===== src/sv/tcw_pkg.sv =====
// Shared constants and types for the text console writer.
// Used by the channel interfaces, the front end, the command queue and the back end.
package tcw_pkg;

  // Field widths of the channels
  localparam int unsigned OP_W      = 2;
  localparam int unsigned CHAR_W    = 8;
  localparam int unsigned INDEX_W   = 11;
  localparam int unsigned CELL_W    = 16;
  localparam int unsigned CURCOL_W  = 7;
  localparam int unsigned CURROW_W  = 5;
  localparam int unsigned COLOR_W   = 8;

  // Widest cursor position over the supported grid sizes
  localparam int unsigned COL_MAX_W = 8;
  localparam int unsigned ROW_MAX_W = 7;

  localparam int unsigned CMD_FIFO_DEPTH = 2;

  // Operation codes
  localparam logic [OP_W-1:0] OP_PUT   = 2'd0;
  localparam logic [OP_W-1:0] OP_READ  = 2'd1;
  localparam logic [OP_W-1:0] OP_CLEAR = 2'd2;

  // Stream bytes with a meaning of their own
  localparam logic [CHAR_W-1:0] CH_NUL   = 8'h00;
  localparam logic [CHAR_W-1:0] CH_BS    = 8'h08;
  localparam logic [CHAR_W-1:0] CH_NL    = 8'h0A;
  localparam logic [CHAR_W-1:0] CH_ESC   = 8'h1B;
  localparam logic [CHAR_W-1:0] CH_BLANK = 8'h20;

  localparam logic [COLOR_W-1:0] COLOR_RESET = 8'h0F;

  typedef enum logic [1:0] {
    CMD_NONE,
    CMD_WRITE,
    CMD_READ,
    CMD_CLEAR
  } cmd_kind_t;

  // One classified word from the front end to the back end
  typedef struct packed {
    cmd_kind_t            kind;
    logic [CELL_W-1:0]    wr_cell;
    logic [COL_MAX_W-1:0] wr_col;
    logic [ROW_MAX_W-1:0] wr_row;
    logic                 scroll;
    logic [COLOR_W-1:0]   blank_color;
    logic [INDEX_W-1:0]   read_index;
    logic [CURCOL_W-1:0]  rep_col;
    logic [CURROW_W-1:0]  rep_row;
    logic [COLOR_W-1:0]   rep_color;
  } cmd_t;

endpackage


===== src/sv/tcw_cmd_fifo.sv =====
// Short command queue between the front end and the back end.
// Depends on tcw_pkg for the command type and depth.
module tcw_cmd_fifo (
  input  logic          clk,
  input  logic          rst_n,
  input  logic          in_valid,
  output logic          in_ready,
  input  tcw_pkg::cmd_t in_data,
  output logic          out_valid,
  input  logic          out_ready,
  output tcw_pkg::cmd_t out_data
);

  localparam int unsigned DEPTH = tcw_pkg::CMD_FIFO_DEPTH;
  localparam int unsigned PW    = $clog2(DEPTH);
  localparam int unsigned NW    = $clog2(DEPTH + 1);
  localparam logic [PW-1:0] PTR_LAST = PW'(DEPTH - 1);
  localparam logic [NW-1:0] CNT_FULL = NW'(DEPTH);

  tcw_pkg::cmd_t  entry_r [DEPTH];
  logic [PW-1:0]  wr_ptr_r, rd_ptr_r;
  logic [NW-1:0]  count_r;
  logic           push, pop;

  assign in_ready  = (count_r != CNT_FULL);
  assign out_valid = (count_r != '0);
  assign out_data  = entry_r[rd_ptr_r];
  assign push      = in_valid && in_ready;
  assign pop       = out_valid && out_ready;

  always_ff @(posedge clk) begin
    if (push) begin
      entry_r[wr_ptr_r] <= in_data;
    end
  end

  always_ff @(posedge clk) begin
    if (!rst_n) begin
      wr_ptr_r <= '0;
      rd_ptr_r <= '0;
      count_r  <= '0;
    end else begin
      if (push) begin
        wr_ptr_r <= (wr_ptr_r == PTR_LAST) ? '0 : wr_ptr_r + 1'b1;
      end
      if (pop) begin
        rd_ptr_r <= (rd_ptr_r == PTR_LAST) ? '0 : rd_ptr_r + 1'b1;
      end
      if (push && !pop) begin
        count_r <= count_r + 1'b1;
      end else if (pop && !push) begin
        count_r <= count_r - 1'b1;
      end
    end
  end

endmodule


===== config.mk =====
export PLATFORM = sky130hd
export DESIGN_NAME = tcw_cmd_fifo
export DESIGN_NICKNAME = d
export VERILOG_FILES = /design/src/sv/tcw_pkg.sv /design/src/sv/tcw_cmd_fifo.sv
export SDC_FILE = /design/constraint.sdc
export NUM_CORES = 1
export LEC_CHECK = 0
export ABC_AREA = 0
export BUFFER_PORTS_ARGS = -buffer_cell sky130_fd_sc_hd__buf_2
export CAP_MARGIN = 5
export CELL_PAD_IN_SITES_DETAIL_PLACEMENT = 0
export CELL_PAD_IN_SITES_GLOBAL_PLACEMENT = 2
export CORE_MARGIN = 5
export CORE_UTILIZATION = 38
export DETAILED_ROUTE_END_ITERATION = 10
export PLACE_DENSITY = 0.86
export SETUP_SLACK_MARGIN = 0.3
export SLEW_MARGIN = 30
export SYNTH_ARGS = -nofsm -noshare
export SYNTH_HDL_FRONTEND = slang
export SYNTH_SLANG_ARGS = --single-unit

===== constraint.sdc =====
create_clock -name clk -period 3.4 [get_ports clk]
set_input_delay 0.68 -clock clk [delete_from_list [all_inputs] [get_ports clk]]
set_output_delay 0.68 -clock clk [all_outputs]
set_load 0.01 [all_outputs]

==> insert_results.sql <==
INSERT INTO impl_metrics (metric_group, metric, value, unit) VALUES
('run_status', 'outcome', 'completed', ''),
('logic_synthesis', 'most_frequently_used_cell_type_in_the_post_synthesis_netlist', 'sky130_fd_sc_hd__edfxtp_1', ''),
('critical_path', 'critical_path_class', 'flip-flop to output port', ''),
('critical_path', 'critPathTopFamily', 'flip-flops', ''),
('sta', 'worst_slew_pin_slew', '610', 'ps'),
('routing', 'total_drc_errors_in_the_routed_layout', '0', ''),
('logic_synthesis', 'syn-num-nets', '329', ''),
('critical_path', 'worst-path-stages', '3', ''),
('clock_tree', 'clock_latency', '410', 'ps'),
('logic_synthesis', 'synth.cells.most_frequent', 'sky130_fd_sc_hd__edfxtp_1, sky130_fd_sc_hd__mux2_2, sky130_fd_sc_hd__buf_4', ''),
('power', 'vdd.ir_drop.worst', '0.358', 'mV'),
('sta', 'max_freq', '381', 'MHz'),
('clock_tree', 'h-tree-depth', '4', ''),
('floorplanning', 'die_w', '130', 'um'),
('logic_synthesis', 'yosys_warnings', '0', ''),
('logic_synthesis', 'async_reset_ff_frac', '0', ''),
('critical_path', 'timing.critical_path.arrival', '1950', 'ps'),
('global_routing', 'grt_antenna_before_repair', '0', ''),
('floorplanning', 'boundaryPins', '152', ''),
('logic_synthesis', 'post_synth_instance_area', '5510', 'um^2'),
('place', 'sum_of_net_half_perimeters_after_detailed_placement', '6810', 'um'),
('clock_tree', 'clock_tree.buffer_depth', '2', ''),
('logic_synthesis', 'largest_area_contributor_in_the_netlist', 'sky130_fd_sc_hd__edfxtp_1', ''),
('sta', 'post-route-min-period', '2630', 'ps'),
('critical_path', 'rr_startpoint', 'count_r[0]', ''),
('critical_path', 'worst-r2r-setup-slack', '1630', 'ps'),
('routing', 'dr_vias_cell', '4.62', ''),
('logic_synthesis', 'share_of_the_synthesized_area_in_the_top_cell_type', '0.796', ''),
('clock_tree', 'cts_hold_repair.buffers', '0', ''),
('cells_and_area', 'finish.utilization', '0.492', ''),
('critical_path', 'worstSetupEndpoint', 'out_data[37]', ''),
('clock_tree', 'clock-root-buffer', 'sky130_fd_sc_hd__clkbuf_16', ''),
('place', 'post-place-cells', '582', ''),
('floorplanning', 'floorplan.initialDensity', '0.383', ''),
('floorplanning', 'std_cell_rows', '44', ''),
('routing', 'antenna_violating_nets_post_route', '0', ''),
('logic_synthesis', 'postSynthRegisterBits', '151', ''),
('sta', 'maxSlewHeadroom', '0.594', ''),
('cells_and_area', 'fill_cells', '1247', ''),
('critical_path', 'timing.critical_path.fanout_max', '44', ''),
('floorplanning', 'chipHeight', '130', 'um'),
('logic_synthesis', 'ys_dominant_reg_cell', 'sky130_fd_sc_hd__edfxtp_1', ''),
('critical_path', 'startpoint_class', 'flip-flop', ''),
('routing', 'drt_iter0_drc', '118', ''),
('sta', 'setup-violations-final', '0', ''),
('critical_path', 'peak_per_stage_delay_on_the_critical_path', '730', 'ps'),
('sta', 'timing.hold.ws', '459', 'ps'),
('logic_synthesis', 'synthTopCellsByArea', 'sky130_fd_sc_hd__edfxtp_1, sky130_fd_sc_hd__mux2_2, sky130_fd_sc_hd__dfxtp_1', ''),
('sta', 'rsz0062_at_grt', 'false', ''),
('logic_synthesis', 'post_synth_inst_count', '251', ''),
('sta', 'hold_viol_final', '0', ''),
('cells_and_area', 'nets', '495', ''),
('global_routing', 'first_pass_grt_wire_length', '15300', 'um'),
('global_routing', 'grt_max_degree', '54', ''),
('critical_path', 'endpoint_kind', 'output port', ''),
('logic_synthesis', 'synth-seq-area-share', '0.814', ''),
('global_routing', 'grt_pass1_vias', '3011', ''),
('power', 'p_per_area', '751', 'nW/um^2'),
('cells_and_area', 'layout-drive-gt1-share', '0.612', ''),
('logic_synthesis', 'netlist-cell-type-count', '20', ''),
('sta', 'fin_setup_tns', '0', 'ps'),
('sta', 'fin_worst_skew', '5.13', 'ps'),
('clock_tree', 'clkSinkCount', '151', ''),
('routing', 'wl_per_cell', '16.4', 'um'),
('critical_path', 'timing.reg2reg.worst_path_depth', '4', ''),
('sta', 'final_min_period_over_clock_period', '0.772', ''),
('flow_run', 'maxCapViolCount', '0', ''),
('routing', 'drt_first_pass_iters', '5', ''),
('clock_tree', 'cts_buffers', '17', ''),
('logic_synthesis', 'synth-edff-count', '146', ''),
('min_path', 'min-delay-path-class', 'input pin to flip-flop', '');
per-stage QoR:
| step | area, um^2 | worst slack, ps |
|---|---|---|
| finish | 7060 | 775 |
| global route | 7060 | 614 |
| CTS | 7060 | 670 |
| detailed placement | 6530 | 1120 |
| global placement | 6480 | 1140 |
| floorplan | 5510 | 523 |
cells in the final DEF (no fill, tap or decap), types with 2 or more instances in the layout:
cell and instances:
sky130_fd_sc_hd__clkbuf_16 17, sky130_fd_sc_hd__mux2_2 73, sky130_fd_sc_hd__clkinv_1 2, sky130_fd_sc_hd__clkinv_2 6, sky130_fd_sc_hd__edfxtp_1 146, sky130_fd_sc_hd__buf_12 4, sky130_fd_sc_hd__buf_2 151, sky130_fd_sc_hd__dfxtp_1 4
sky130_fd_sc_hd__and2_1 4, sky130_fd_sc_hd__clkinvlp_4 4, sky130_fd_sc_hd__xnor2_1 2
sequential cells by signal, indices dropped and copies added, names as in the netlist, named ones only:
name and count:
rd_ptr_r 1, count_r 2, entry_r 146, wr_ptr_r 1
power by group:
group	leakage, nW	internal [mW]	total [mW]	switching (mW)
clock network	0.257	0.995	1.68	0.687
registers	1.41	2.33	2.46	0.132
logic	0.954	0.591	1.17	0.574
worst register-to-register path: cells and delay by family, from the launching register on:
| kind | cells | cell delay (ps) |
|---|---|---|
| AND/OR/NAND/NOR | 2 | 570 |
| buffers and inverters | 2 | 470 |
| flip-flops | 1 | 410 |
worst min-delay path by stage:
| stage | start | end | slack [ps] | cells past startpoint |
|---|---|---|---|---|
| 2_1_floorplan | count_r[1] | count_r[1] | 510 | 2 |
| 3_3_place_gp | count_r[1] | count_r[1] | 530 | 2 |
| 3_5_place_dp | count_r[1] | count_r[1] | 570 | 2 |
| 4_1_cts | in_data[40] | entry_r[0][40] | 430 | 1 |
| 5_1_grt | in_data[67] | entry_r[0][67] | 430 | 1 |
| 6_report | in_data[17] | entry_r[0][17] | 460 | 1 |
layout make-up:
| class | count | area, um^2 | share of cell area |
|---|---|---|---|
| timing repair buffer | 155 | 836 | 0.118 |
| sequential | 151 | 4490 | 0.635 |
| clock inverter | 14 | 110 | 0.0156 |
| multi-input combinational | 91 | 966 | 0.137 |
| tap | 184 | 230 | 0.0326 |
| inverter | 1 | 5.00 | 0.000708 |
| clock buffer | 18 | 429 | 0.0608 |
kinds of logic after synthesis:
| family | Yosys count | synth area share |
|---|---|---|
| muxes | 73 | 0.149 |
| adders and majority gates | 1 | 0.00227 |
| AOI/OAI and AO/OA | 5 | 0.00636 |
| and+or+nand+nor | 9 | 0.0118 |
| buffers and inverters | 9 | 0.0111 |
| xor gates and xnor gates | 3 | 0.00477 |
| DFF | 151 | 0.814 |
metal layers:
metal,share of wire,GRT usage,vias to the layer above
met2,0.52,0.204,91
met1,0.38,0.139,1400
met3,0.077,0.0435,17
met4,0.017,0.0544,0
met5,0,0,-
li1,-,-,1330
Note: power is estimated with default switching activity, not from simulation.
