==> src/sv/tcw_pkg.sv <==
// Shared constants and types for the text console writer.
// Used by the channel interfaces, the front end, the command queue and the back end.
package tcw_pkg;

  // Field widths of the channels
  localparam int unsigned OP_W      = 2;
  localparam int unsigned CHAR_W    = 8;
  localparam int unsigned INDEX_W   = 11;
  localparam int unsigned CELL_W    = 16;
  localparam int unsigned CURCOL_W  = 7;
  localparam int unsigned CURROW_W  = 5;
  localparam int unsigned COLOR_W   = 8;

  // Widest cursor position over the supported grid sizes
  localparam int unsigned COL_MAX_W = 8;
  localparam int unsigned ROW_MAX_W = 7;

  localparam int unsigned CMD_FIFO_DEPTH = 2;

  // Operation codes
  localparam logic [OP_W-1:0] OP_PUT   = 2'd0;
  localparam logic [OP_W-1:0] OP_READ  = 2'd1;
  localparam logic [OP_W-1:0] OP_CLEAR = 2'd2;

  // Stream bytes with a meaning of their own
  localparam logic [CHAR_W-1:0] CH_NUL   = 8'h00;
  localparam logic [CHAR_W-1:0] CH_BS    = 8'h08;
  localparam logic [CHAR_W-1:0] CH_NL    = 8'h0A;
  localparam logic [CHAR_W-1:0] CH_ESC   = 8'h1B;
  localparam logic [CHAR_W-1:0] CH_BLANK = 8'h20;

  localparam logic [COLOR_W-1:0] COLOR_RESET = 8'h0F;

  typedef enum logic [1:0] {
    CMD_NONE,
    CMD_WRITE,
    CMD_READ,
    CMD_CLEAR
  } cmd_kind_t;

  // One classified word from the front end to the back end
  typedef struct packed {
    cmd_kind_t            kind;
    logic [CELL_W-1:0]    wr_cell;
    logic [COL_MAX_W-1:0] wr_col;
    logic [ROW_MAX_W-1:0] wr_row;
    logic                 scroll;
    logic [COLOR_W-1:0]   blank_color;
    logic [INDEX_W-1:0]   read_index;
    logic [CURCOL_W-1:0]  rep_col;
    logic [CURROW_W-1:0]  rep_row;
    logic [COLOR_W-1:0]   rep_color;
  } cmd_t;

endpackage

==> src/sv/tcw_ifs.sv <==
// Valid/ready channel interfaces of the text console writer.
// Depends on tcw_pkg for field widths.
interface tcw_in_if;
  logic                         valid;
  logic                         ready;
  logic [tcw_pkg::OP_W-1:0]     operation;
  logic [tcw_pkg::CHAR_W-1:0]   char_byte;
  logic [tcw_pkg::INDEX_W-1:0]  read_index;

  modport source (output valid, output operation, output char_byte, output read_index,
                  input ready);
  modport sink (input valid, input operation, input char_byte, input read_index,
                output ready);
endinterface


==> src/sv/tcw_front.sv <==
// Front end: takes input words, keeps cursor, colour and escape state, and
// turns each word into one back-end command. Depends on tcw_pkg and tcw_ifs.
module tcw_front #(
  parameter int unsigned COLUMNS = 80,
  parameter int unsigned ROWS    = 25
) (
  input  logic          clk,
  input  logic          rst_n,
  tcw_in_if.sink        in_ch,
  output logic          cmd_valid,
  input  logic          cmd_ready,
  output tcw_pkg::cmd_t cmd_data
);

  localparam int unsigned CW = $clog2(COLUMNS);
  localparam int unsigned RW = $clog2(ROWS);
  localparam logic [CW-1:0] COL_LAST = CW'(COLUMNS - 1);
  localparam logic [CW:0]   COL_END  = (CW + 1)'(COLUMNS);
  localparam logic [RW:0]   ROW_END  = (RW + 1)'(ROWS);
  localparam logic [RW:0]   ROW_LAST = (RW + 1)'(ROWS - 1);

  logic [CW-1:0]                  col_r, col_nxt;
  logic [RW-1:0]                  row_r, row_nxt;
  logic [tcw_pkg::COLOR_W-1:0]    color_r, color_nxt;
  logic                           esc_r, esc_nxt;
  logic [CW:0]                    col_inc;
  logic [RW:0]                    row_wide;
  logic                           wr_en;
  logic [CW-1:0]                  wr_col;
  logic [RW-1:0]                  wr_row;
  logic [tcw_pkg::CHAR_W-1:0]     wr_char;
  logic                           scroll;
  logic                           accept;

  assign in_ch.ready = cmd_ready;
  assign cmd_valid   = in_ch.valid;
  assign accept      = in_ch.valid && cmd_ready;

  always_comb begin
    col_nxt   = col_r;
    row_wide  = {1'b0, row_r};
    color_nxt = color_r;
    esc_nxt   = esc_r;
    col_inc   = {1'b0, col_r} + 1'b1;
    wr_en     = 1'b0;
    wr_col    = col_r;
    wr_row    = row_r;
    wr_char   = in_ch.char_byte;
    scroll    = 1'b0;
    cmd_data  = '0;
    cmd_data.kind        = tcw_pkg::CMD_NONE;
    cmd_data.blank_color = color_r;
    cmd_data.read_index  = in_ch.read_index;

    unique case (in_ch.operation)
      tcw_pkg::OP_PUT: begin
        if (esc_r) begin
          color_nxt = in_ch.char_byte;
          esc_nxt   = 1'b0;
        end else begin
          case (in_ch.char_byte)
            tcw_pkg::CH_ESC: esc_nxt = 1'b1;
            tcw_pkg::CH_NUL: esc_nxt = esc_r;  // ignored
            tcw_pkg::CH_NL: begin
              col_nxt  = '0;
              row_wide = row_wide + 1'b1;
            end
            tcw_pkg::CH_BS: begin
              wr_char = tcw_pkg::CH_BLANK;
              if (col_r != '0) begin
                col_nxt = col_r - 1'b1;
                wr_en   = 1'b1;
                wr_col  = col_r - 1'b1;
              end else if (row_r != '0) begin
                col_nxt  = COL_LAST;
                row_wide = row_wide - 1'b1;
                wr_en    = 1'b1;
                wr_col   = COL_LAST;
                wr_row   = row_r - 1'b1;
              end else begin
                // at home: move to the last column, blank nothing
                col_nxt = COL_LAST;
              end
            end
            default: begin
              wr_en = 1'b1;
              if (col_inc == COL_END) begin
                col_nxt  = '0;
                row_wide = row_wide + 1'b1;
              end else begin
                col_nxt = col_inc[CW-1:0];
              end
            end
          endcase
          if (row_wide == ROW_END) begin
            scroll   = 1'b1;
            row_wide = ROW_LAST;
          end
        end
      end
      tcw_pkg::OP_READ: cmd_data.kind = tcw_pkg::CMD_READ;
      tcw_pkg::OP_CLEAR: begin
        cmd_data.kind = tcw_pkg::CMD_CLEAR;
        col_nxt       = '0;
        row_wide      = '0;
      end
      default: cmd_data.kind = tcw_pkg::CMD_NONE;
    endcase

    row_nxt = row_wide[RW-1:0];
    if (wr_en) begin
      cmd_data.kind = tcw_pkg::CMD_WRITE;
    end
    cmd_data.wr_cell   = {color_r, wr_char};
    cmd_data.wr_col    = tcw_pkg::COL_MAX_W'(wr_col);
    cmd_data.wr_row    = tcw_pkg::ROW_MAX_W'(wr_row);
    cmd_data.scroll    = scroll;
    cmd_data.rep_col   = tcw_pkg::CURCOL_W'(col_nxt);
    cmd_data.rep_row   = tcw_pkg::CURROW_W'(row_nxt);
    cmd_data.rep_color = color_nxt;
  end

  always_ff @(posedge clk) begin
    if (!rst_n) begin
      col_r   <= '0;
      row_r   <= '0;
      color_r <= tcw_pkg::COLOR_RESET;
      esc_r   <= 1'b0;
    end else if (accept) begin
      col_r   <= col_nxt;
      row_r   <= row_nxt;
      color_r <= color_nxt;
      esc_r   <= esc_nxt;
    end
  end

endmodule

==> src/flat_wrapper.sv <==
// flat-port wrapper written by rule: the top's interface ports become plain ports
module tcw_front_flat 
#(
  parameter int unsigned COLUMNS = 80,
  parameter int unsigned ROWS    = 25
)
  (clk, rst_n, cmd_valid, cmd_ready, cmd_data, in_ch_valid, in_ch_operation, in_ch_char_byte, in_ch_read_index, in_ch_ready);
  tcw_in_if in_ch_i ();
  input  logic clk;
  input  logic rst_n;
  output logic cmd_valid;
  input  logic cmd_ready;
  output tcw_pkg::cmd_t cmd_data;
  input wire logic [$bits(in_ch_i.valid)-1:0] in_ch_valid;
  input wire logic [$bits(in_ch_i.operation)-1:0] in_ch_operation;
  input wire logic [$bits(in_ch_i.char_byte)-1:0] in_ch_char_byte;
  input wire logic [$bits(in_ch_i.read_index)-1:0] in_ch_read_index;
  output wire logic [$bits(in_ch_i.ready)-1:0] in_ch_ready;
  assign in_ch_i.valid = in_ch_valid;
  assign in_ch_i.operation = in_ch_operation;
  assign in_ch_i.char_byte = in_ch_char_byte;
  assign in_ch_i.read_index = in_ch_read_index;
  assign in_ch_ready = in_ch_i.ready;
  tcw_front #(.COLUMNS(COLUMNS), .ROWS(ROWS)) u_core (.clk(clk), .rst_n(rst_n), .in_ch(in_ch_i), .cmd_valid(cmd_valid), .cmd_ready(cmd_ready), .cmd_data(cmd_data));
endmodule
==> config.mk <==
export PLATFORM = sky130hd
export DESIGN_NAME = tcw_front_flat
export DESIGN_NICKNAME = d
export VERILOG_FILES = /design/src/sv/tcw_pkg.sv /design/src/sv/tcw_ifs.sv /design/src/sv/tcw_front.sv /design/src/flat_wrapper.sv
export SDC_FILE = /design/constraint.sdc
export NUM_CORES = 1
export LEC_CHECK = 0
export ABC_AREA = 1
export BUFFER_PORTS_ARGS = -buffer_cell sky130_fd_sc_hd__buf_4
export CAP_MARGIN = 40
export CELL_PAD_IN_SITES_DETAIL_PLACEMENT = 0
export CELL_PAD_IN_SITES_GLOBAL_PLACEMENT = 2
export CORE_MARGIN = 4
export CORE_UTILIZATION = 24
export CTS_BUF_LIST = sky130_fd_sc_hd__clkbuf_16
export CTS_CLUSTER_DIAMETER = 40
export DETAILED_ROUTE_END_ITERATION = 6
export PLACE_DENSITY_LB_ADDON = 0.08
export SLEW_MARGIN = 20
export SYNTH_ARGS = -nofsm -noshare
export SYNTH_HDL_FRONTEND = slang
export SYNTH_SLANG_ARGS = --single-unit
==> constraint.sdc <==
create_clock -name clk -period 3.15 [get_ports clk]
set_input_delay 0.63 -clock clk [delete_from_list [all_inputs] [get_ports clk]]
set_output_delay 0.63 -clock clk [all_outputs]
set_load 0.1 [all_outputs]
==> impl_metrics.ini, run 1 <==
[synthesis]
synth_area_leader_cell = dfxtp_1
yosysUniqueCellTypes = 36
async_flop_share = 0
syn_avg_cell_area_sq_um = 5.93
ys_seq_area_frac = 0.173
synth_most_common_cell = nand2_1
synth_common_cells = nand2_1 (80), inv_1 (45), nor2_1 (41), o21ai_0 (35), nand3_1 (32)
synth-edff-count = 0
netlist_instances = 410
ys.flop_type = dfxtp_1
ys_ff_latch = 21
synth_top_area_frac = 0.173
netlist_area_sq_um = 2430
synth_warnings = 0
synth_area_leaders = dfxtp_1 (17%), nand2_1 (12%), buf_4 (8.3%), o21ai_0 (7.2%), inv_1 (6.9%)

[grt]
grt-ovfl-total = 0
busiest_layer = met2
grt_pass1_vias = 2751
grtUsageMet3 = 0.0296
antenna_found_initial = 0
met2_usage = 0.255
grt_pass1_wl_mm = 15.2
grt_usage = 0.166
grt_max_degree = 34
met1_usage = 0.249

[cts]
numCtsBuffers = 3
clockBufferDepth = 2
clock_sinks = 21
insertion_delay_ns = 0.26
htree_levels = 1
clockRootBuffer = clkbuf_16
path_clk_slew_ns = 0.07
cts_tree = done

[sta]
min_period_over_period = 0.962
hold_viol_final = 0
worst_clock_skew_ns = 0.00117
setup-violations-final = 0
final_max_slew_viol_count = 0
final.setup.tns_ns = 0
timing.fmax_mhz = 330
min_period_ns = 3.03

[detailed_routing]
drt_first_pass_iters = 4
vias = 2911
first_iter_violations = 131
wl_per_cell_microns = 15.4
route.detailed.drc = 0
viasPerCell = 4.60
routed_wl_mm = 9.77
drtAntennaViolNets = 0

[flow_run]
drv_cap = 0

[floorplanning]
die_h_microns = 109
start_util = 0.248
die_w_microns = 109
io_pins = 100
dieArea_sq_um = 11800
rows = 36
core_area_sq_um = 9820

[worst_hold_path]
min_path_type = reg -> reg
hp-start = u_core.color_r[0]

[critical_path]
critPathSlowestCell = clkinvlp_4
worstPathCellList = buf_4 -> inv_1 -> nand2_1 -> nor3_1 -> nand2_1 -> nand3_4 -> clkinvlp_4 -> nand3_2 -> nand2_2 -> nor2_2 -> nand3_2 -> nor2_4 -> buf_12
crit_type = in -> out
crit_path_max_fanout = 7
cp-start-kind = primary input
crit_arrival_ns = 2.40
worst-path-buf-inv = 4
crit_path_max_incr_delay_ns = 0.21
required_ns = 2.52
critPathLaunch = in_ch_char_byte[0]
regToRegStartpoint = u_core.col_r[1]
endpoint_kind = primary output
crit_family = simple AND/OR/NAND/NOR gates

[finish]
antenna_cells = 0
seq_area_sq_um = 433
multiInputGateArea_sq_um = 1900
syn2layout_area_growth_pct = 56.9
nFillCells = 1086
nets = 534
utilization = 0.389
drive_gt1_frac = 0.436

[power]
power_density_nw_per_um2 = 379
cellLeakagePower_uw = 0.00184
power.total_uw = 1450
peakVddDrop_mv = 0.185

[outcome]
outcome = finished, final reports clean

[placement]
dp_hpwl_mm = 7.62
gp_congestion = 0.826
io_buffers = 74
==> worst register-to-register path, cell delays in order (launching register included) <==
cell and delay [ns]:
dfxtp_2 0.37, buf_4 0.13, nand3_1 0.12, nor2_1 0.13
nand2_1 0.08, nand2_2 0.10, nor2_4 0.07, buf_12 0.13
buf_4 0.12, nand3_1 0.09, nand3_2 0.08, nand2_2 0.11
inv_2 0.05, nor2_4 0.10, nand3_2 0.11, nand2_2 0.11
buf_4 0.11, nand3_2 0.05, nand2_1 0.07, inv_1 0.03
==> stage by stage <==
stage	setup WS (ns)	hold slack [ns]	area [sq um]	instances
floorplan	-0.588	0.550	2660	412
global placement	-0.0625	0.516	3400	615
detailed placement	-0.0731	0.524	3420	616
CTS	0.00247	0.543	3540	622
global route	-0.0248	0.590	3820	633
finish	0.118	0.534	3820	633
==> power breakdown <==
part           internal, uW  switching, uW  total [uW]
combinational           220            615         835
clock                   173            130         303
sequential              282           27.7         310
==> layer usage <==
| layer | share of wire | up-vias |
|---|---|---|
| met5 | 0 | - |
| li1 | - | 1504 |
| met2 | 0.44 | 77 |
| met1 | 0.50 | 1324 |
| met4 | 0.0036 | 0 |
| met3 | 0.059 | 6 |
==> what timing repair did <==
action | in CTS | in global routing
setup buffers | 2 | 10
setup endpoints to repair | 2 | 11
resized for setup | 7 | 50
hold endpoints to repair | 0 | 0
gates cloned | 0 | 1
pin swaps | 1 | 21
hold buffers | 0 | 0
==> layout by cell type (no fill, tap or decap), drive strengths merged <==
master	n
buf	124
nand2	89
nor2	51
inv	49
o21ai	43
nand3	36
a21oi	26
dfxtp	21
o22ai	10
ha	8
xor2	5
nor3	5
nand4	4
o211ai	4
clkinv	4
clkinvlp	3
xnor2	3
conb	3
clkbuf	3
nand3b	2
o221ai	2
a31oi	1
o21bai	1
a22oi	1
o2111ai	1
a32oi	1
==> layout make-up <==
type	instances	area share
Timing Repair Buffer	124	0.259
Tap cell	133	0.0436
Sequential cell	21	0.113
Inverter	55	0.0649
Multi-Input combinational cell	296	0.498
Clock inverter	1	0.00197
Clock buffer	3	0.0197
==> kinds of logic (layout without fill, tap and decap cells) <==
| kind of cell | Yosys count | after routing | synth area share |
|---|---|---|---|
| buf+inv | 96 | 183 | 0.192 |
| other cells | 1 | 3 | 0.00154 |
| simple gates | 186 | 187 | 0.360 |
| compound gates | 90 | 90 | 0.203 |
| fa+ha+maj | 8 | 8 | 0.0412 |
| flops | 21 | 21 | 0.173 |
| xor+xnor | 8 | 8 | 0.0288 |
==> sequential cells by signal, indices dropped and copies added, names as in the netlist <==
name / flops
u_core.color_r: 8
u_core.esc_r: 1
u_core.row_r: 5
u_core.col_r: 7
==> final timing paths <==
check / to / slack, ns / depth (start not counted)
worst max-delay path: cmd_data[39] / 0.12 / 13
worst min-delay path: u_core.color_r[0] / 0.53 / 2
worst max register to register: u_core.row_r[0] / 0.92 / 19
worst min register to register: u_core.color_r[0] / 0.53 / 2
Power figures use the tool's default switching activity.
==> inputs of run 2 (changes only) <==
Settings changed: ABC_AREA 1 to default, CORE_UTILIZATION 24 to 25.
==> run 2 against run 1 <==
The flow now finishes with violations (setup timing). Die area decreased by 3.1%. Critical endpoint is now cmd_data[8]. Utilization increased by 11 points. Maximum frequency decreased by 14%. Register-to-register slack got worse by 0.47 ns. Combinational power decreased by 25%. Global-route usage increased by 1.2 points.
==> impl_metrics.ini, run 2 <==
[sta]
hold_viol_final = 0
hold_ws_ns = 0.489
worst_clock_skew_ns = 0.00276
rsz0062_at_grt = yes
layout_setup_ws_ns = -0.392
tightestPinTransition_ns = 0.607
timing.fmax_mhz = 282
min_period_over_period = 1.12
final_max_slew_viol_count = 0
min_period_ns = 3.54
setup-violations-final = 16
relSlewSlack = 0.595

[critical_path]
critPathLaunch = in_ch_char_byte[2]
cp-start-kind = primary input
regToRegStartpoint = u_core.col_r[3]
crit_path_max_fanout = 3
crit_arrival_ns = 2.91
reg2reg_setup_slack_ns = 0.45
regToRegEndpoint = u_core.col_r[6]
critPathCapture = cmd_data[8]
endpoint_kind = primary output
crit_type = in -> out
required_ns = 2.52
r2r_cells = 15

[grt]
grt_max_degree = 20
grt-ovfl-total = 0
grt_usage = 0.178
busiest_layer = met2
met1_usage = 0.255
met2_usage = 0.294
grtUsageMet3 = 0.0193
grt_pass1_vias = 3034
antenna_found_initial = 0
grt_pass1_wl_mm = 16.3

[synthesis]
ys.flop_type = dfxtp_1
yosysUniqueCellTypes = 65
netlist_area_sq_um = 2450
netlist_instances = 367
syn_avg_cell_area_sq_um = 6.68
synth_most_common_cell = nand2_1
async_flop_share = 0
ys_ff_latch = 21
synth_area_leaders = dfxtp_1 (17%), nand2_1 (8.0%), buf_4 (7.7%), nor2_1 (6.3%), a21oi_1 (5.3%)
synth_area_leader_cell = dfxtp_1
synth_top_area_frac = 0.172
ys_seq_area_frac = 0.172
synth_common_cells = nand2_1 (52), nor2_1 (41), clkbuf_1 (28), a21oi_1 (26), buf_4 (25)
synth-edff-count = 0
synth_warnings = 0

[placement]
gp_congestion = 0.857
dpl_cell_area_sq_um = 3830
dp_slack_ns = -0.531
dp_hpwl_mm = 7.97
io_buffers = 74

[finish]
final_common_cell = buf_4
largest_reg_flops = 8
nFillCells = 949
final_cell_mix = buf_4 (163), nand2_1 (49), nor2_1 (29)
nets = 550
stdcell_area_sq_um = 4630
antenna_cells = 0
regMostFlops = u_core.color_r
reg_top3 = u_core.color_r: 8 flops, u_core.col_r: 7 flops, u_core.row_r: 5 flops
syn2layout_area_growth_pct = 89.2
drive_gt1_frac = 0.529

[floorplanning]
rows = 35
io_pins = 100
core_area_sq_um = 9370
die_w_microns = 107
start_util = 0.261
dieArea_sq_um = 11400
die_h_microns = 107

[cts]
ctsHoldBuffers = 0
clockBufferDepth = 2
htree_levels = 1
numCtsBuffers = 3
clockRootBuffer = clkbuf_16
clock_sinks = 21
path_clk_slew_ns = 0.06
insertion_delay_ns = 0.26
cts_tree = done

[worst_hold_path]
min_path_type = reg -> reg
hp-start = u_core.color_r[6]

[detailed_routing]
route.detailed.drc = 0
first_iter_violations = 177
drt_first_pass_iters = 5
viasPerCell = 4.93
drtAntennaViolNets = 0
vias = 3180
wl_per_cell_microns = 15.9
routed_wl_mm = 10.3

[outcome]
violations = setup timing
outcome = finished, violations left

[power]
power_density_nw_per_um2 = 259
power.total_uw = 1200
peakVddDrop_mv = 0.220
cellLeakagePower_uw = 0.00206

[flow_run]
drv_cap = 0
run 2: changes by cell type in the layout (fill, tap and decap cells not counted), moves of 13 or more:
cell     delta
buf_6      +13
buf_12     +18
o21ai_0    -14
inv_1      -28
nand2_1    -22
buf_4      +45
run 2: through the flow:
step	setup TNS, ns	std cells	util
after detailed placement	-7.01	616	0.409
after global placement	-6.73	616	0.409
after CTS	-2.82	631	0.471
after floorplan	-0.796	369	-
final	-2.89	645	0.495
after global routing	-4.51	645	0.495
run 2: repair_timing:
action | CTS | global route
endpoints found under the setup margin | 26 | 25
resized for setup | 99 | 28
pin swaps | 17 | 13
setup buffers | 11 | 13
run 2: worst min-delay path by stage:
| stage | depth (start not counted) | to | slack, ns |
|---|---|---|---|
| after floorplan | 2 | u_core.row_r[1] | 0.55 |
| after global placement | 2 | u_core.color_r[5] | 0.47 |
| after detailed placement | 2 | u_core.color_r[7] | 0.48 |
| after CTS | 2 | u_core.color_r[7] | 0.49 |
| after global routing | 2 | u_core.color_r[6] | 0.52 |
| final | 2 | u_core.color_r[6] | 0.49 |
run 2: metal layers:
layer	vias to the layer above	share of wire
met5	-	0
met4	0	0.0070
met3	9	0.043
met2	80	0.48
met1	1506	0.47
li1	1585	-
run 2: cells by family after synthesis:
kind of cell,count (synthesis),synth area share
and+or+nand+nor,161,0.317
AOI/OAI and AO/OA,95,0.268
buffers and inverters,68,0.145
DFF,21,0.172
muxes,11,0.0490
adders and majority gates,8,0.0409
xor gates and xnor gates,2,0.00715
other,1,0.00153
run 2: area by class of cell:
class,instances,area (sq um),area share
sequential,21,423,0.0913
multi-input combinational,280,2100,0.453
clock inverter,1,3.75,0.000810
inverter,11,41.3,0.00891
clock buffer,3,75.1,0.0162
timing repair buffer,200,1830,0.395
tap,129,161,0.0348
run 2: power breakdown:
group          total [uW]  switching (uW)  internal [uW]
logic                 628             421            207
registers             286            11.4            274
clock network         286             116            170
run 2: critical path: stages:
cell       delay [ns]
buf_6            0.09
or4_4            0.55
a221o_1          0.30
a2111o_1         0.36
a2111oi_4        0.31
nand4_1          0.23
o211ai_1         0.19
nand2_4          0.08
buf_12           0.17
==> inputs of run 3 (changes only) <==
Settings changed: CORE_ASPECT_RATIO from default to 1.1.
==> run 3 against run 2 <==
The flow still finishes with violations (setup timing). Maximum frequency shrank 0.42%. Global-route usage increased by 0.18 points. Clock skew rose by 0.00083 ns. Combinational power fell by 1%. Setup slack worse by 0.015 ns. Sequential share of layout area grew 0.087 points. Total power shrank 0.12%. Count of clock-buffer cells in the layout is the same. Sequential cell count is the same. Largest power group unchanged.
==> impl_metrics.ini, run 3 (same netlist as run 2, synthesis figures left out) <==
[outcome]
outcome = finished, violations left
violations = setup timing

[critical_path]
crit_arrival_ns = 2.93
crit_family = compound AO/OA/AOI/OAI gates
cp-start-kind = primary input
crit_path_max_fanout = 3
worst-path-buf-inv = 2
required_ns = 2.52
critPathLaunch = in_ch_char_byte[2]
crit_type = in -> out
worstPathCellList = buf_6 -> or4_4 -> a221o_1 -> a2111o_1 -> a2111oi_4 -> nand4_1 -> o211ai_1 -> nand2_4 -> buf_12
critPathSlowestCell = or4_4
regToRegStartpoint = u_core.col_r[2]
crit_path_max_incr_delay_ns = 0.55
endpoint_kind = primary output

[placement]
io_buffers = 74
dp_hpwl_mm = 8.08
gp_congestion = 0.879

[sta]
rsz0062_at_grt = yes
final.setup.tns_ns = -2.63
min_period_over_period = 1.13
layout_setup_ws_ns = -0.407
final_max_slew_viol_count = 0
hold_viol_final = 0
relSlewSlack = 0.544
min_period_ns = 3.56
worst_clock_skew_ns = 0.00358
timing.fmax_mhz = 281
setup-violations-final = 14
hold_ws_ns = 0.490
tightestPinTransition_ns = 0.682

[detailed_routing]
vias = 3170
routed_wl_mm = 10.5
wl_per_cell_microns = 16.9
viasPerCell = 5.09
route.detailed.drc = 0
drtAntennaViolNets = 0
first_iter_violations = 155
drt_first_pass_iters = 4

[grt]
grt-ovfl-total = 0
grt_pass1_vias = 3119
grt_usage = 0.180
grt_pass1_wl_mm = 16.4
antenna_found_initial = 0
grt_max_degree = 17

[power]
power.total_uw = 1200
peakVddDrop_mv = 0.176
pwr-share-comb = 0.518
p_sw_frac = 0.462
power_frac_clock = 0.242
pwr-share-seq = 0.240
p_int_uw = 645
power_density_nw_per_um2 = 261
cellLeakagePower_uw = 0.00201
switchingPower_uw = 553

[finish]
final_common_cell = buf_4
reg_top3 = u_core.color_r: 8 flops, u_core.col_r: 7 flops, u_core.row_r: 5 flops
utilization = 0.486
syn2layout_area_growth_pct = 87.4
final_cell_mix = buf_4 (146), nand2_1 (46), nor2_1 (29)
regMostFlops = u_core.color_r
nets = 540
multiInputGateArea_sq_um = 2170
antenna_cells = 0
largest_reg_flops = 8
seq_area_sq_um = 423
nFillCells = 959
drive_gt1_frac = 0.543

[floorplanning]
io_pins = 100
die_h_microns = 112
core_area_sq_um = 9440
dieArea_sq_um = 11400
start_util = 0.259
die_w_microns = 102
rows = 37

[cts]
clockRootBuffer = clkbuf_16
htree_levels = 1
ctsHoldBuffers = 0
clock_sinks = 21
path_clk_slew_ns = 0.07
insertion_delay_ns = 0.26
clockBufferDepth = 2
cts_tree = done
numCtsBuffers = 3

[worst_hold_path]
hp-start = u_core.color_r[6]
min_path_type = reg -> reg

[flow_run]
drv_cap = 0
-- run 3: tightest hold or removal path, cell delays in order (launching register included) --
cell,delay [ns]
dfxtp_1,0.33
nand2_1,0.06
a21oi_1,0.05
-- run 3: worst paths after layout --
kind	endpoint	slack, ns	depth (start not counted)
setup / recovery	cmd_data[8]	-0.41	9
hold / removal	u_core.color_r[6]	0.49	2
setup reg to reg	u_core.col_r[6]	0.43	15
hold reg to reg	u_core.color_r[6]	0.49	2
-- run 3: what timing repair did --
action | 4_1_cts | 5_1_grt
endpoints found under the hold margin | 0 | 0
setup buffers | 15 | 9
setup endpoints to repair | 26 | 21
resized for setup | 108 | 33
pin swaps | 19 | 15
gates cloned | 0 | 0
-- run 3: area by class of cell --
class / count / area share
clock buffer: 3 / 0.0164
clock inverter: 1 / 0.000818
inverter: 11 / 0.00899
multi-input combinational: 280 / 0.472
sequential: 21 / 0.0921
tap: 117 / 0.0319
timing repair buffer: 190 / 0.378
-- run 3: routing by layer --
layer | wire (microns) | vias to the layer above | track usage | part of all wire
met3 | 443 | 12 | 0.0244 | 0.042
met1 | 4780 | 1505 | 0.241 | 0.45
met4 | 155 | 0 | 0.0411 | 0.015
met2 | 5160 | 84 | 0.303 | 0.49
li1 | - | 1569 | - | -
met5 | 0 | - | 0 | 0
-- run 3: power groups by stage --
stage | Sequential [uW] | Combinational (uW) | Clock (uW)
2_1_floorplan | 309 | 441 | 0
3_3_place_gp | 293 | 555 | 0
3_5_place_dp | 293 | 555 | 0
4_1_cts | 287 | 607 | 294
5_1_grt | 289 | 650 | 303
6_report | 287 | 621 | 289
-- run 3: stage by stage --
stage	cells	worst slack, ns	area (sq um)
2_1_floorplan	369	-0.301	2670
3_3_place_gp	597	-0.577	3760
3_5_place_dp	597	-0.574	3760
4_1_cts	615	-0.421	4400
5_1_grt	623	-0.521	4590
6_report	623	-0.407	4590
